### src/rtl/core/dscd_pkg.sv
package dscd_pkg;

  localparam int unsigned TimeW  = 32;
  localparam int unsigned CfgW   = 16;
  localparam int unsigned CfgIdxW = 2;

  localparam logic [CfgIdxW-1:0] REG_DEBOUNCE  = 2'd0;
  localparam logic [CfgIdxW-1:0] REG_MIN_CLICK = 2'd1;
  localparam logic [CfgIdxW-1:0] REG_MAX_CLICK = 2'd2;
  localparam logic [CfgIdxW-1:0] REG_COOLDOWN  = 2'd3;

  localparam logic [CfgW-1:0] DEBOUNCE_RST  = 16'd30;
  localparam logic [CfgW-1:0] MIN_CLICK_RST = 16'd30;
  localparam logic [CfgW-1:0] MAX_CLICK_RST = 16'd1000;
  localparam logic [CfgW-1:0] COOLDOWN_RST  = 16'd300;

  typedef struct packed {
    logic [CfgW-1:0] debounce_time;
    logic [CfgW-1:0] min_click_time;
    logic [CfgW-1:0] max_click_time;
    logic [CfgW-1:0] cooldown_time;
  } cfg_t;

  typedef struct packed {
    logic [TimeW-1:0] now_ms;
    logic             raw_pressed;
    logic             take_click;
  } in_beat_t;

  typedef struct packed {
    logic click;
    logic stable_pressed;
  } out_beat_t;

  typedef struct packed {
    logic             started;
    logic             raw_level;
    logic             stable_level;
    logic             ignore_next_release;
    logic [TimeW-1:0] raw_change_time;
    logic [TimeW-1:0] press_start_time;
    logic [TimeW-1:0] last_click_time;
    logic             click_pending;
    logic             click_seen;
  } state_t;

endpackage

### src/rtl/core/dscd_in_if.sv
interface dscd_in_if;
  logic        valid;
  logic        ready;
  logic [31:0] now_ms;
  logic        raw_pressed;
  logic        take_click;

  modport source (output valid, output now_ms, output raw_pressed, output take_click,
                  input ready);
  modport sink (input valid, input now_ms, input raw_pressed, input take_click,
                output ready);
endinterface

### src/rtl/core/dscd_out_if.sv
interface dscd_out_if;
  logic valid;
  logic ready;
  logic click;
  logic stable_pressed;

  modport source (output valid, output click, output stable_pressed, input ready);
  modport sink (input valid, input click, input stable_pressed, output ready);
endinterface

### src/rtl/core/dscd_step.sv
module dscd_step (
  input  dscd_pkg::cfg_t     cfg,
  input  dscd_pkg::state_t   st,
  input  dscd_pkg::in_beat_t beat,
  output dscd_pkg::state_t   st_nxt,
  output dscd_pkg::out_beat_t res
);

  logic                         raw_chg;
  logic [dscd_pkg::TimeW-1:0]   eff_change;
  logic [dscd_pkg::TimeW-1:0]   since_change;
  logic [dscd_pkg::TimeW-1:0]   held;
  logic [dscd_pkg::TimeW-1:0]   since_click;
  logic                         settled;
  logic                         in_window;
  logic                         cooling;
  logic                         clicked;

  always_comb begin
    raw_chg      = beat.raw_pressed != st.raw_level;
    eff_change   = raw_chg ? beat.now_ms : st.raw_change_time;
    since_change = beat.now_ms - eff_change;
    held         = beat.now_ms - st.press_start_time;
    since_click  = beat.now_ms - st.last_click_time;
    settled      = since_change >= {16'd0, cfg.debounce_time};
    in_window    = (held >= {16'd0, cfg.min_click_time}) &&
                   (held <= {16'd0, cfg.max_click_time});
    cooling      = st.click_seen && (since_click < {16'd0, cfg.cooldown_time});

    st_nxt = st;
    if (!st.started) begin
      st_nxt.started             = 1'b1;
      st_nxt.raw_level           = beat.raw_pressed;
      st_nxt.stable_level        = beat.raw_pressed;
      st_nxt.ignore_next_release = beat.raw_pressed;
      st_nxt.raw_change_time     = beat.now_ms;
      st_nxt.press_start_time    = beat.raw_pressed ? beat.now_ms : '0;
      st_nxt.last_click_time     = '0;
      st_nxt.click_seen          = 1'b0;
      st_nxt.click_pending       = 1'b0;
    end else begin
      st_nxt.raw_level       = beat.raw_pressed;
      st_nxt.raw_change_time = eff_change;
      if ((beat.raw_pressed != st.stable_level) && settled) begin
        st_nxt.stable_level = beat.raw_pressed;
        if (beat.raw_pressed) begin
          st_nxt.press_start_time = beat.now_ms;
        end else if (st.ignore_next_release) begin
          st_nxt.ignore_next_release = 1'b0;
        end else if (in_window && !cooling) begin
          st_nxt.last_click_time = beat.now_ms;
          st_nxt.click_seen      = 1'b1;
          st_nxt.click_pending   = 1'b1;
        end
      end
    end

    clicked = 1'b0;
    if (beat.take_click) begin
      clicked              = st_nxt.click_pending;
      st_nxt.click_pending = 1'b0;
    end

    res.click          = clicked;
    res.stable_pressed = st_nxt.stable_level;
  end

endmodule

### src/rtl/core/debounced_short_click_detector.sv
// Button debouncer and short-click detector. Each input beat (timestamp in ms, raw level,
// take flag) yields exactly one result beat (click taken, debounced level). A beat is
// registered on entry, the whole debounce and click decision is made from that register
// and the state registers, and the result sits in an output register. One beat is
// accepted every cycle while the output side keeps up. The limit is the single
// state-update stage, which closes on itself each cycle. Configuration writes take
// effect at once and are meant for idle periods only.
module debounced_short_click_detector (
  input  logic                             clk,
  input  logic                             rst_n,
  dscd_in_if.sink                          in_ch,
  dscd_out_if.source                       out_ch,
  input  logic                             cfg_we,
  input  logic [dscd_pkg::CfgIdxW-1:0]     cfg_index,
  input  logic [dscd_pkg::CfgW-1:0]        cfg_data
);

  dscd_pkg::cfg_t      cfg_r;
  dscd_pkg::state_t    st_r;
  dscd_pkg::state_t    st_nxt;
  dscd_pkg::in_beat_t  in_beat_r;
  dscd_pkg::out_beat_t res_nxt;
  dscd_pkg::out_beat_t res_r;
  logic                in_v_r;
  logic                out_v_r;
  logic                proc;

  assign proc         = in_v_r && (!out_v_r || out_ch.ready);
  assign in_ch.ready  = !in_v_r || proc;
  assign out_ch.valid = out_v_r;
  assign out_ch.click = res_r.click;
  assign out_ch.stable_pressed = res_r.stable_pressed;

  always_ff @(posedge clk) begin
    if (!rst_n) begin
      cfg_r.debounce_time  <= dscd_pkg::DEBOUNCE_RST;
      cfg_r.min_click_time <= dscd_pkg::MIN_CLICK_RST;
      cfg_r.max_click_time <= dscd_pkg::MAX_CLICK_RST;
      cfg_r.cooldown_time  <= dscd_pkg::COOLDOWN_RST;
    end else if (cfg_we) begin
      unique case (cfg_index)
        dscd_pkg::REG_DEBOUNCE:  cfg_r.debounce_time  <= cfg_data;
        dscd_pkg::REG_MIN_CLICK: cfg_r.min_click_time <= cfg_data;
        dscd_pkg::REG_MAX_CLICK: cfg_r.max_click_time <= cfg_data;
        dscd_pkg::REG_COOLDOWN:  cfg_r.cooldown_time  <= cfg_data;
        default: ;
      endcase
    end
  end

  // entry register
  always_ff @(posedge clk) begin
    if (!rst_n) begin
      in_v_r <= 1'b0;
    end else if (in_ch.ready) begin
      in_v_r <= in_ch.valid;
    end
  end

  always_ff @(posedge clk) begin
    if (in_ch.valid && in_ch.ready) begin
      in_beat_r.now_ms      <= in_ch.now_ms;
      in_beat_r.raw_pressed <= in_ch.raw_pressed;
      in_beat_r.take_click  <= in_ch.take_click;
    end
  end

  dscd_step u_step (
    .cfg    (cfg_r),
    .st     (st_r),
    .beat   (in_beat_r),
    .st_nxt (st_nxt),
    .res    (res_nxt)
  );

  always_ff @(posedge clk) begin
    if (!rst_n) begin
      st_r <= '0;
    end else if (proc) begin
      st_r <= st_nxt;
    end
  end

  // result register
  always_ff @(posedge clk) begin
    if (!rst_n) begin
      out_v_r <= 1'b0;
    end else if (proc) begin
      out_v_r <= 1'b1;
    end else if (out_ch.ready) begin
      out_v_r <= 1'b0;
    end
  end

  always_ff @(posedge clk) begin
    if (proc) begin
      res_r <= res_nxt;
    end
  end

`ifndef SYNTHESIS
  a_first_beat_no_click: assert property (@(posedge clk) disable iff (!rst_n)
    proc && !st_r.started |=> !res_r.click)
    else $error("click reported on first beat");

  a_pending_has_seen: assert property (@(posedge clk) disable iff (!rst_n)
    st_r.click_pending |-> st_r.click_seen)
    else $error("pending click without recorded click time");

  a_ignore_after_start: assert property (@(posedge clk) disable iff (!rst_n)
    st_r.ignore_next_release |-> st_r.started)
    else $error("release ignore flag set before start");

  a_proc_fills_out: assert property (@(posedge clk) disable iff (!rst_n)
    proc |=> out_v_r)
    else $error("processed beat lost before output");
`endif

endmodule
### src/flat_wrapper.sv
// flat-port wrapper written by rule: the top's interface ports become plain ports
module debounced_short_click_detector_flat 
  (clk, rst_n, cfg_we, cfg_index, cfg_data, in_ch_valid, in_ch_now_ms, in_ch_raw_pressed, in_ch_take_click, in_ch_ready, out_ch_valid, out_ch_click, out_ch_stable_pressed, out_ch_ready);
  dscd_in_if in_ch_i ();
  dscd_out_if out_ch_i ();
  input  logic clk;
  input  logic rst_n;
  input  logic cfg_we;
  input  logic [dscd_pkg::CfgIdxW-1:0] cfg_index;
  input  logic [dscd_pkg::CfgW-1:0] cfg_data;
  input wire logic [$bits(in_ch_i.valid)-1:0] in_ch_valid;
  input wire logic [$bits(in_ch_i.now_ms)-1:0] in_ch_now_ms;
  input wire logic [$bits(in_ch_i.raw_pressed)-1:0] in_ch_raw_pressed;
  input wire logic [$bits(in_ch_i.take_click)-1:0] in_ch_take_click;
  output wire logic [$bits(in_ch_i.ready)-1:0] in_ch_ready;
  output wire logic [$bits(out_ch_i.valid)-1:0] out_ch_valid;
  output wire logic [$bits(out_ch_i.click)-1:0] out_ch_click;
  output wire logic [$bits(out_ch_i.stable_pressed)-1:0] out_ch_stable_pressed;
  input wire logic [$bits(out_ch_i.ready)-1:0] out_ch_ready;
  assign in_ch_i.valid = in_ch_valid;
  assign in_ch_i.now_ms = in_ch_now_ms;
  assign in_ch_i.raw_pressed = in_ch_raw_pressed;
  assign in_ch_i.take_click = in_ch_take_click;
  assign in_ch_ready = in_ch_i.ready;
  assign out_ch_valid = out_ch_i.valid;
  assign out_ch_click = out_ch_i.click;
  assign out_ch_stable_pressed = out_ch_i.stable_pressed;
  assign out_ch_i.ready = out_ch_ready;
  debounced_short_click_detector u_core (.clk(clk), .rst_n(rst_n), .in_ch(in_ch_i), .out_ch(out_ch_i), .cfg_we(cfg_we), .cfg_index(cfg_index), .cfg_data(cfg_data));
endmodule
### config.mk
export PLATFORM = sky130hd
export DESIGN_NAME = debounced_short_click_detector_flat
export DESIGN_NICKNAME = d
export VERILOG_FILES = /design/src/rtl/core/dscd_pkg.sv /design/src/rtl/core/dscd_in_if.sv /design/src/rtl/core/dscd_out_if.sv /design/src/rtl/core/dscd_step.sv /design/src/rtl/core/debounced_short_click_detector.sv /design/src/flat_wrapper.sv
export SDC_FILE = /design/constraint.sdc
export NUM_CORES = 1
export LEC_CHECK = 0
export BUFFER_PORTS_ARGS = -buffer_cell sky130_fd_sc_hd__buf_2
export CAP_MARGIN = 20
export CORE_MARGIN = 4
export CORE_UTILIZATION = 50
export DETAILED_ROUTE_END_ITERATION = 8
export GPL_ROUTABILITY_DRIVEN = 0
export PLACE_DENSITY = 0.67
export SKIP_CTS_REPAIR_TIMING = 1
export SLEW_MARGIN = 20
export SYNTH_ARGS = -nofsm -noshare
export SYNTH_HDL_FRONTEND = slang
export SYNTH_SLANG_ARGS = --single-unit
### constraint.sdc
create_clock -name clk -period 8 [get_ports clk]
set_clock_uncertainty 0.1 [all_clocks]
set_input_delay 0.8 -clock clk [delete_from_list [all_inputs] [get_ports clk]]
set_output_delay 0.8 -clock clk [all_outputs]
set_load 0.01 [all_outputs]
# [Word level (Yosys, flattened, before mapping)]
# Index checks and enable logic that the tools add are counted.
[op_classes] add_sub_neg=3 magnitude_cmp=4 n_eq_ne=10 n_mux=13 n_reduce_logical=20
[ops] operator="2-to-1 mux 34 bit" count=3
[ops] operator="2-to-1 mux 100 bit" count=1
[ops] operator="2-to-1 mux 32 bit" count=3
[ops] operator="subtractor 32 bit" count=3
[ops] operator="2-to-1 mux 66 bit" count=1
[ops] operator="greater-or-equal comparator 32 x 16 -> 1 bit" count=2
[ops] operator="less-or-equal comparator 32 x 16 -> 1 bit" count=1
[ops] operator="less-than comparator 32 x 16 -> 1 bit" count=1
[ops] operator="!= test 2 bit (second input constant)" count=5
[ops] operator="AND reduction 2 bit" count=4
[ops] operator="logical AND 1 bit" count=6
[ops] operator="AND reduction 3 bit" count=2
[ops] operator="AND reduction 5 bit" count=1
[ops] operator="equality test 2 bit (second input constant)" count=2
[ops] operator="2-to-1 mux 1 bit" count=4
[ops] operator="zero test 1 bit" count=3
[ops] operator="equality test 2 x 1 -> 1 bit (second input constant)" count=1
[ops] operator="zero test 2 bit" count=1
[ops] operator="logical OR 1 bit" count=2
[ops] operator="2-to-1 mux 2 bit" count=1
[ops] operator="!= test 1 bit" count=2
[ops] operator="nonzero test 2 bit" count=1
[totals] reg_bits=204 inputBits=57 out_inout_bits=4 wordCells=70

# [Logic depth before layout (Yosys ltp)]
# Gate-level depths: netlist (run 1).
[logic_depth] word_depth=11 mapped_depth=29 ltp_nobuf=25

# [Cells and area by module]
# A second synthesis (run 1) with hierarchy kept.
[hier_totals] cells_unflattened=2174 area_unflattened_um2=17194.0
[by_module_without_submodules] mod="dscd_step" n_inst=1 cells_each=1455 area_each_um2=9760.6 seq_area_each_um2=0.0
[by_module_without_submodules] mod="debounced_short_click_detector" n_inst=1 cells_each=719 area_each_um2=7433.4 seq_area_each_um2=4444.3

# [Worst setup path after synthesis (run 1)]
# Ideal clock, no wire load.
[synth_timing] kind="register to register" from="reg u_core.in_beat_r[1] in the netlist's numbering" to="reg u_core.st_r[35] in the netlist's numbering" setup_time_ns=0.072 arrival_time_ns=6.466 t_required_ns=7.828 setup_slack_ns=1.362 stages_incl_launch_ff=26 path_buffers=4 period_less_slack_ns=6.638 path_cell_list="edfxtp_1 > buf_4 > xor2_2 > buf_1 > clkbuf_1 > mux2i_1 > ha_1 > a21oi_1 > o31ai_1 > a21o_1 > nor2_1 > o21ai_0 > xor2_1 > ha_1 > a21o_1 > a21o_1 > a21oi_1 > a2bb2oi_1 > o2111ai_1 > a2111oi_0 > nand3_1 > or4_4 > or4_4 > a41oi_4 > buf_8 > mux2i_1"
[synth_between] elab_chain_len=7 elab_cells_between_ends=11 classes_between="add/sub (1); order compare (1); eq/ne (4); mux (3); reduce/logical (2)"
[synth_rtl] element="from (decl)" line_no="debounced_short_click_detector.sv:21" source="dscd_pkg::in_beat_t in_beat_r;"
[synth_rtl] element="!= test 1 bit" line_no="dscd_step.sv:20" source="raw_chg = beat.raw_pressed != st.raw_level;"
[synth_rtl] element="2-to-1 mux 32 bit" line_no="dscd_step.sv:21" source="eff_change = raw_chg ? beat.now_ms : st.raw_change_time;"
[synth_rtl] element="subtractor 32 bit" line_no="dscd_step.sv:22" source="since_change = beat.now_ms - eff_change;"
[synth_rtl] element="greater-or-equal comparator 32 x 16 -> 1 bit" line_no="dscd_step.sv:25" source="settled = since_change >= {16'd0, cfg.debounce_time};"
[synth_rtl] element="logical AND 1 bit" line_no="dscd_step.sv:44" source="if ((beat.raw_pressed != st.stable_level) && settled) begin"
[synth_rtl] element="!= test 2 bit (no source line)"
[synth_rtl] element="AND reduction 3 bit (no source line)"
[synth_rtl] element="to (signal assigned)" line_no="debounced_short_click_detector.sv:80" source="st_r <= st_nxt;"
[synth_rtl] element="to (decl)" line_no="debounced_short_click_detector.sv:19" source="dscd_pkg::state_t st_r;"
# Parallel ways exist; a longest one is shown, timed or not.
# A chain may end at the register's enable or synchronous reset.

# [Worst setup path in the final report (run 1)]
[layout_timing] from="reg u_core.st_r[100] in the netlist's numbering" to="reg u_core.st_r[35] in the netlist's numbering"
[layout_between] elab_chain_len=7
[layout_rtl] element="!= test 1 bit" line_no="dscd_step.sv:20"
[layout_rtl] element="2-to-1 mux 32 bit" line_no="dscd_step.sv:21"
[layout_rtl] element="subtractor 32 bit" line_no="dscd_step.sv:22"
[layout_rtl] element="greater-or-equal comparator 32 x 16 -> 1 bit" line_no="dscd_step.sv:25"
[layout_rtl] element="logical AND 1 bit" line_no="dscd_step.sv:44"
[layout_rtl] element="!= test 2 bit (no source line)"
[layout_rtl] element="AND reduction 3 bit (no source line)"
# Every way passes these cells.

==> impl_metrics.ini, run 1 <==
[logic_synthesis]
synth_top_area_share = 0.208
synth.avg_cell_area_um2 = 7.67
yosysTopAreaCell = dfxtp_1
synth_area_leaders = dfxtp_1 (21%), ha_1 (12%), nand2_1 (8.5%), edfxtp_1 (6.7%), a21oi_1 (6.5%)
async_flop_share = 0
synthMostInstantiatedCell = nand2_1
synthDistinctLibCells = 87
syn_nets = 2318
syn_inst = 2104
synth_area_mm2 = 0.0161
yosys_warnings = 0
synth_edf_count = 36
ys.flop_type = dfxtp_1
ys_seq_area_frac = 0.275
synth_common_cells = nand2_1 (365), a21oi_1 (210), dfxtp_1 (168)
ys_ff_latch = 204

[placed_design]
dp.cells = 2454
dp_slack_ns = 0.672
placed_area_mm2 = 0.0166
place.port_buffers = 60
hpwl_um = 36200

[cts]
insertion_delay_ns = 0.53
numCtsBuffers = 24
cts_sinks = 204
clockBufferDepth = 3
clk_pin_slew_ns = 0.06
htreeDepth = 1
cts_tree = built
root_buffer = clkbuf_16

[setup_path]
critPathKind = reg -> reg
cp.arrival_ns = 7.78
worstPathRequired_ns = 8.35
reg2reg_setup_slack_ns = 0.56
crit_end = u_core.st_r[35]$_SDFFE_PN0P_
cp-end-kind = flip-flop
crit_path_max_fanout = 32
rr_worst_depth = 25
worstReg2RegStart = u_core.st_r[100]$_SDFFE_PN0P_
r2r-end = u_core.st_r[35]$_SDFFE_PN0P_
cp-startpoint = u_core.st_r[100]$_SDFFE_PN0P_
startpoint_type = flip-flop

[sta]
period_share = 0.930
period_needed_ns = 7.44
slew_viol_final = 0
max_freq_mhz = 134
hold_violations = 0
finalSetupTns_ns = 0
fin_ws_ns = 0.561
slew-limit-headroom = 0.286
setup_viol = 0
rsz0062_at_grt = no
worst_pin_slew_ns = 1.04

[die]
io_pins = 61
coreArea_mm2 = 0.0317
rows = 65
die_w_um = 188
die_area_mm2 = 0.0352
die_y_um = 188
start_util = 0.509

[global_route]
antenna_found_initial = 0
grt_pass1_vias = 14500
grt_pass1_wl_um = 76200
gr-usage-met2 = 0.436
gr-usage-met3 = 0.0328
grt_max_degree = 80
grt-ovfl-total = 0
grt_util_met1 = 0.351
grt_use_total = 0.261
top_usage_layer = met2

[final_layout]
nets = 2292
post-route-util = 0.548
final_area_mm2 = 0.0174
fin_cells = 2497
antenna_cells = 0
areaGrowthSynthToFinish_pct = 7.67
drive_above_1_share = 0.0726

[route]
drtPass1Iterations = 6
vias = 15700
first_iter_violations = 1527
detail_route.wl_per_cell_um = 19.4
drc = 0
via_per_inst = 6.27
ant_nets = 0
wl_um = 48300

[power_and_ir_drop]
power_density_mw_per_mm2 = 182
power_leakage_uw = 0.00661
peakVddDrop_mv = 0.177

[hold_path]
hp-class = in -> reg
worstHoldStart = in_ch_now_ms[26]

[status]
status = completed

[flow_run]
drv_cap = 0
==> final cells by class <==
| class | count | area (µm²) |
|---|---|---|
| repair buffers | 76 | 420 |
| multi-input cells | 1617 | 10600 |
| clock buffers | 34 | 729 |
| flip-flops and latches | 204 | 4450 |
| clock inverters | 9 | 61.3 |
| well taps | 402 | 503 |
| inverters | 155 | 583 |
| fillers | 3031 | 14300 |
==> per-layer routing <==
metal | share of wire | vias to the layer above
met1 | 0.43 | 7438
met4 | 0.036 | 0
li1 | - | 7550
met2 | 0.46 | 560
met3 | 0.069 | 108
met5 | 0 | -
==> worst max-delay path: stages, from the launching register on <==
cell and delay [ns]:
dfxtp_1 0.38, xnor2_1 0.84, nand2_1 0.11, o21ai_0 0.11, ha_1 0.20, inv_1 0.06, fa_1 0.41, o21ai_2 0.29
or2_2 0.18, nand2_1 0.07, a21o_1 0.19, a21oi_1 0.23, o21ai_0 0.19, xor2_1 0.19, ha_1 0.31, a21o_1 0.16
a21oi_1 0.20, a2bb2oi_1 0.17, o2111ai_1 0.11, a2111oi_0 0.52, nand3_1 0.17, or4_4 0.59, or4_4 0.58, a41oi_4 0.22
buf_4 0.49, mux2i_1 0.25
==> worst min-delay path by stage <==
stage	to	slack, ns	cells after the start
finish	u_core.in_beat_r[28]$_DFFE_PP_	0.35	1
floorplan	u_core.st_r[70]$_SDFFE_PN0P_	0.34	2
detailed placement	u_core.st_r[90]$_SDFFE_PN0P_	0.35	2
global placement	u_core.st_r[72]$_SDFFE_PN0P_	0.34	2
global route	u_core.in_beat_r[28]$_DFFE_PP_	0.33	1
CTS	u_core.in_beat_r[28]$_DFFE_PP_	0.33	1
==> power by group <==
part	internal (µW)	switching, µW
clock	635	459
combinational	350	576
sequential	1090	47.3
==> registers in the layout, summed over array words and instances, names as in the netlist <==
signal / count
u_core.cfg_r: 64
u_core.in_beat_r: 34
u_core.in_v_r: 1
u_core.out_ch.click: 1
u_core.out_ch.stable_pressed: 1
u_core.out_ch.valid: 1
u_core.st_r: 102
==> placed cells by master (no fill, tap or decap), drive strengths merged, types with 10 or more instances in the layout <==
cell	n
o21a	16
ha	154
buf	76
nor2b	12
and2	10
nand2	365
nand3	78
nand4	44
o21ai	74
mux2i	67
or4	35
inv	154
nand2b	17
nor3	25
xor2	27
a2111oi	11
a211oi	13
xnor2	37
a21o	45
o21bai	13
dfxtp	168
a31oi	38
o311ai	27
a21oi	212
o211ai	49
edfxtp	36
clkbuf	34
nor2	91
or2	10
or3	16
==> through the flow <==
step	power, µW	hold slack [ns]
6_report	3160	0.348
2_1_floorplan	1820	0.336
4_1_cts	3160	0.327
5_1_grt	3310	0.331
3_3_place_gp	2050	0.342
3_5_place_dp	2060	0.346
==> cell families after synthesis <==
group	after synthesis	share of synthesized area
compound gates	582	0.236
xor+xnor	64	0.0352
fa+ha+maj	157	0.123
buf+inv	283	0.0695
flops	204	0.275
mux	69	0.0430
simple gates	745	0.218
Power figures use the tool's default switching activity.
==> run 2: changes to the inputs <==
--- a/config.mk
+++ b/config.mk
@@ -11,7 +11,7 @@
 export CORE_UTILIZATION = 50
 export DETAILED_ROUTE_END_ITERATION = 8
 export GPL_ROUTABILITY_DRIVEN = 0
-export PLACE_DENSITY = 0.67
+export PLACE_DENSITY = 0.68
 export SKIP_CTS_REPAIR_TIMING = 1
 export SLEW_MARGIN = 20
 export SYNTH_ARGS = -nofsm -noshare
==> run 2 against run 1 <==
Design area is 0.17% higher; first-iteration DRC count is 0.46% lower; via count is 0.11% lower; count of clock-buffer cells in the layout is 5 lower; non-clock buffer count is 5 higher; critical endpoint is now u_core.out_ch.click$_SDFFCE_PN0P_.
==> impl_metrics.ini, run 2 (synthesis results as in run 1) <==
[die]
die_area_mm2 = 0.0352
rows = 65
start_util = 0.509
die_y_um = 188
io_pins = 61
coreArea_mm2 = 0.0317
die_w_um = 188

[hold_path]
hp-class = in -> reg

[route]
drtPass1Iterations = 5
detail_route.wl_per_cell_um = 19.4
via_per_inst = 6.25
vias = 15600
drc = 0
ant_nets = 0
wl_um = 48500
first_iter_violations = 1520

[setup_path]
worstPathRequired_ns = 8.20
startpoint_type = flip-flop
crit_path_max_fanout = 12
cp.arrival_ns = 7.42
crit_chain = xnor2_1 -> nand2_1 -> o21ai_0 -> ha_1 -> inv_1 -> fa_1 -> o21ai_2 -> or2_2 -> nand2_1 -> a21o_1 -> a21oi_1 -> o21ai_0 -> xor2_1 -> ha_1 -> a21o_1 -> a21oi_1 -> a2bb2oi_1 -> o2111ai_1 -> a2111oi_0 -> nand3_1 -> or4_4 -> nor4_1 -> nor2_1 -> o211a_1
cp_top_family = compound AO/OA/AOI/OAI gates
cp-end-kind = flip-flop
critPathKind = reg -> reg
cpMaxStageDelayCell = xnor2_1
slowest_delay_ns = 0.85
worst-path-buf-inv = 1

[final_layout]
areaGrowthSynthToFinish_pct = 7.85
nets = 2297
drive_above_1_share = 0.0743
largestRegisters = u_core.st_r: 102 flops, u_core.cfg_r: 64 flops, u_core.in_beat_r: 34 flops
final_common_cell = nand2_1
largest_register_ffs = 102
largest-register = u_core.st_r
final_cell_mix = nand2_1 (365), a21oi_1 (208), dfxtp_1 (167)
fillers = 3037
post-route-util = 0.549
fin_cells = 2504

[sta]
finalSetupTns_ns = 0
worst_pin_slew_ns = 1.03
rsz0062_at_grt = no
period_share = 0.903
hold_violations = 0
max_freq_mhz = 138
slew_viol_final = 0
period_needed_ns = 7.22
slew-limit-headroom = 0.311
setup_viol = 0

[cts]
cts_tree = built
clk_pin_slew_ns = 0.06
root_buffer = clkbuf_16
cts_sinks = 204
numCtsBuffers = 24
htreeDepth = 1
clockBufferDepth = 3
insertion_delay_ns = 0.55

[global_route]
grt_use_total = 0.263
grt_pass1_wl_um = 76400
grt_max_degree = 107
grt-ovfl-total = 0
antenna_found_initial = 0
grt_pass1_vias = 14400

[power_and_ir_drop]
power_density_mw_per_mm2 = 181
power_leakage_uw = 0.00663
peakVddDrop_mv = 0.175
finalPower_uw = 3140

[status]
status = completed

[placed_design]
place.port_buffers = 60
dp.cells = 2458
hpwl_um = 36300

[flow_run]
drv_cap = 0
run 2: cell type report:
class / count / area, µm² / share of cell area
flip-flops and latches: 204 / 4450 / 0.256
multi-input cells: 1617 / 10600 / 0.610
diodes: 1 / 2.50 / 0.000144
inverters: 155 / 583 / 0.0335
well taps: 402 / 503 / 0.0289
repair buffers: 81 / 462 / 0.0265
clock buffers: 29 / 649 / 0.0373
clock inverters: 15 / 135 / 0.00777
run 2: report_power, final:
part | internal, µW | switching [µW] | total, µW
clock network | 616 | 464 | 1080
registers | 1090 | 45.7 | 1130
logic | 351 | 577 | 927
run 2: per-layer routing:
layer	vias to the layer above	global-route usage	routed length (µm)
li1	7576	-	-
met1	7315	0.357	20600
met2	619	0.428	22200
met3	129	0.0356	3780
met4	0	0.0985	1910
met5	-	0	0
run 2: path summary, 6_finish.rpt:
path | from | cells after the start | slack [ns] | end
max | u_core.st_r[100]$_SDFFE_PN0P_ | 24 | 0.78 | u_core.out_ch.click$_SDFFCE_PN0P_
min reg2reg | u_core.st_r[94]$_SDFFE_PN0P_ | 2 | 0.35 | u_core.st_r[94]$_SDFFE_PN0P_
min | in_ch_now_ms[11] | 1 | 0.32 | u_core.in_beat_r[13]$_DFFE_PP_
max reg2reg | u_core.st_r[100]$_SDFFE_PN0P_ | 24 | 0.78 | u_core.out_ch.click$_SDFFCE_PN0P_
run 2: per-stage QoR:
| stage | hold slack [ns] | instance area, µm² | setup slack [ns] |
|---|---|---|---|
| after floorplan | 0.336 | 16100 | 1.36 |
| after global placement | 0.342 | 16600 | 1.01 |
| after detailed placement | 0.347 | 16600 | 0.907 |
| after CTS | 0.308 | 17400 | 0.879 |
| after global routing | 0.302 | 17400 | 0.489 |
| final | 0.325 | 17400 | 0.778 |
run 2: worst register-to-register path: stages (launching register included):
cell and delay (ns):
dfxtp_1 0.38, xnor2_1 0.85, nand2_1 0.10, o21ai_0 0.11, ha_1 0.20, inv_1 0.06
fa_1 0.41, o21ai_2 0.30, or2_2 0.18, nand2_1 0.07, a21o_1 0.19, a21oi_1 0.21
o21ai_0 0.17, xor2_1 0.19, ha_1 0.31, a21o_1 0.16, a21oi_1 0.15, a2bb2oi_1 0.16
o2111ai_1 0.11, a2111oi_0 0.43, nand3_1 0.15, or4_4 0.58, nor4_1 0.72, nor2_1 0.38
o211a_1 0.30
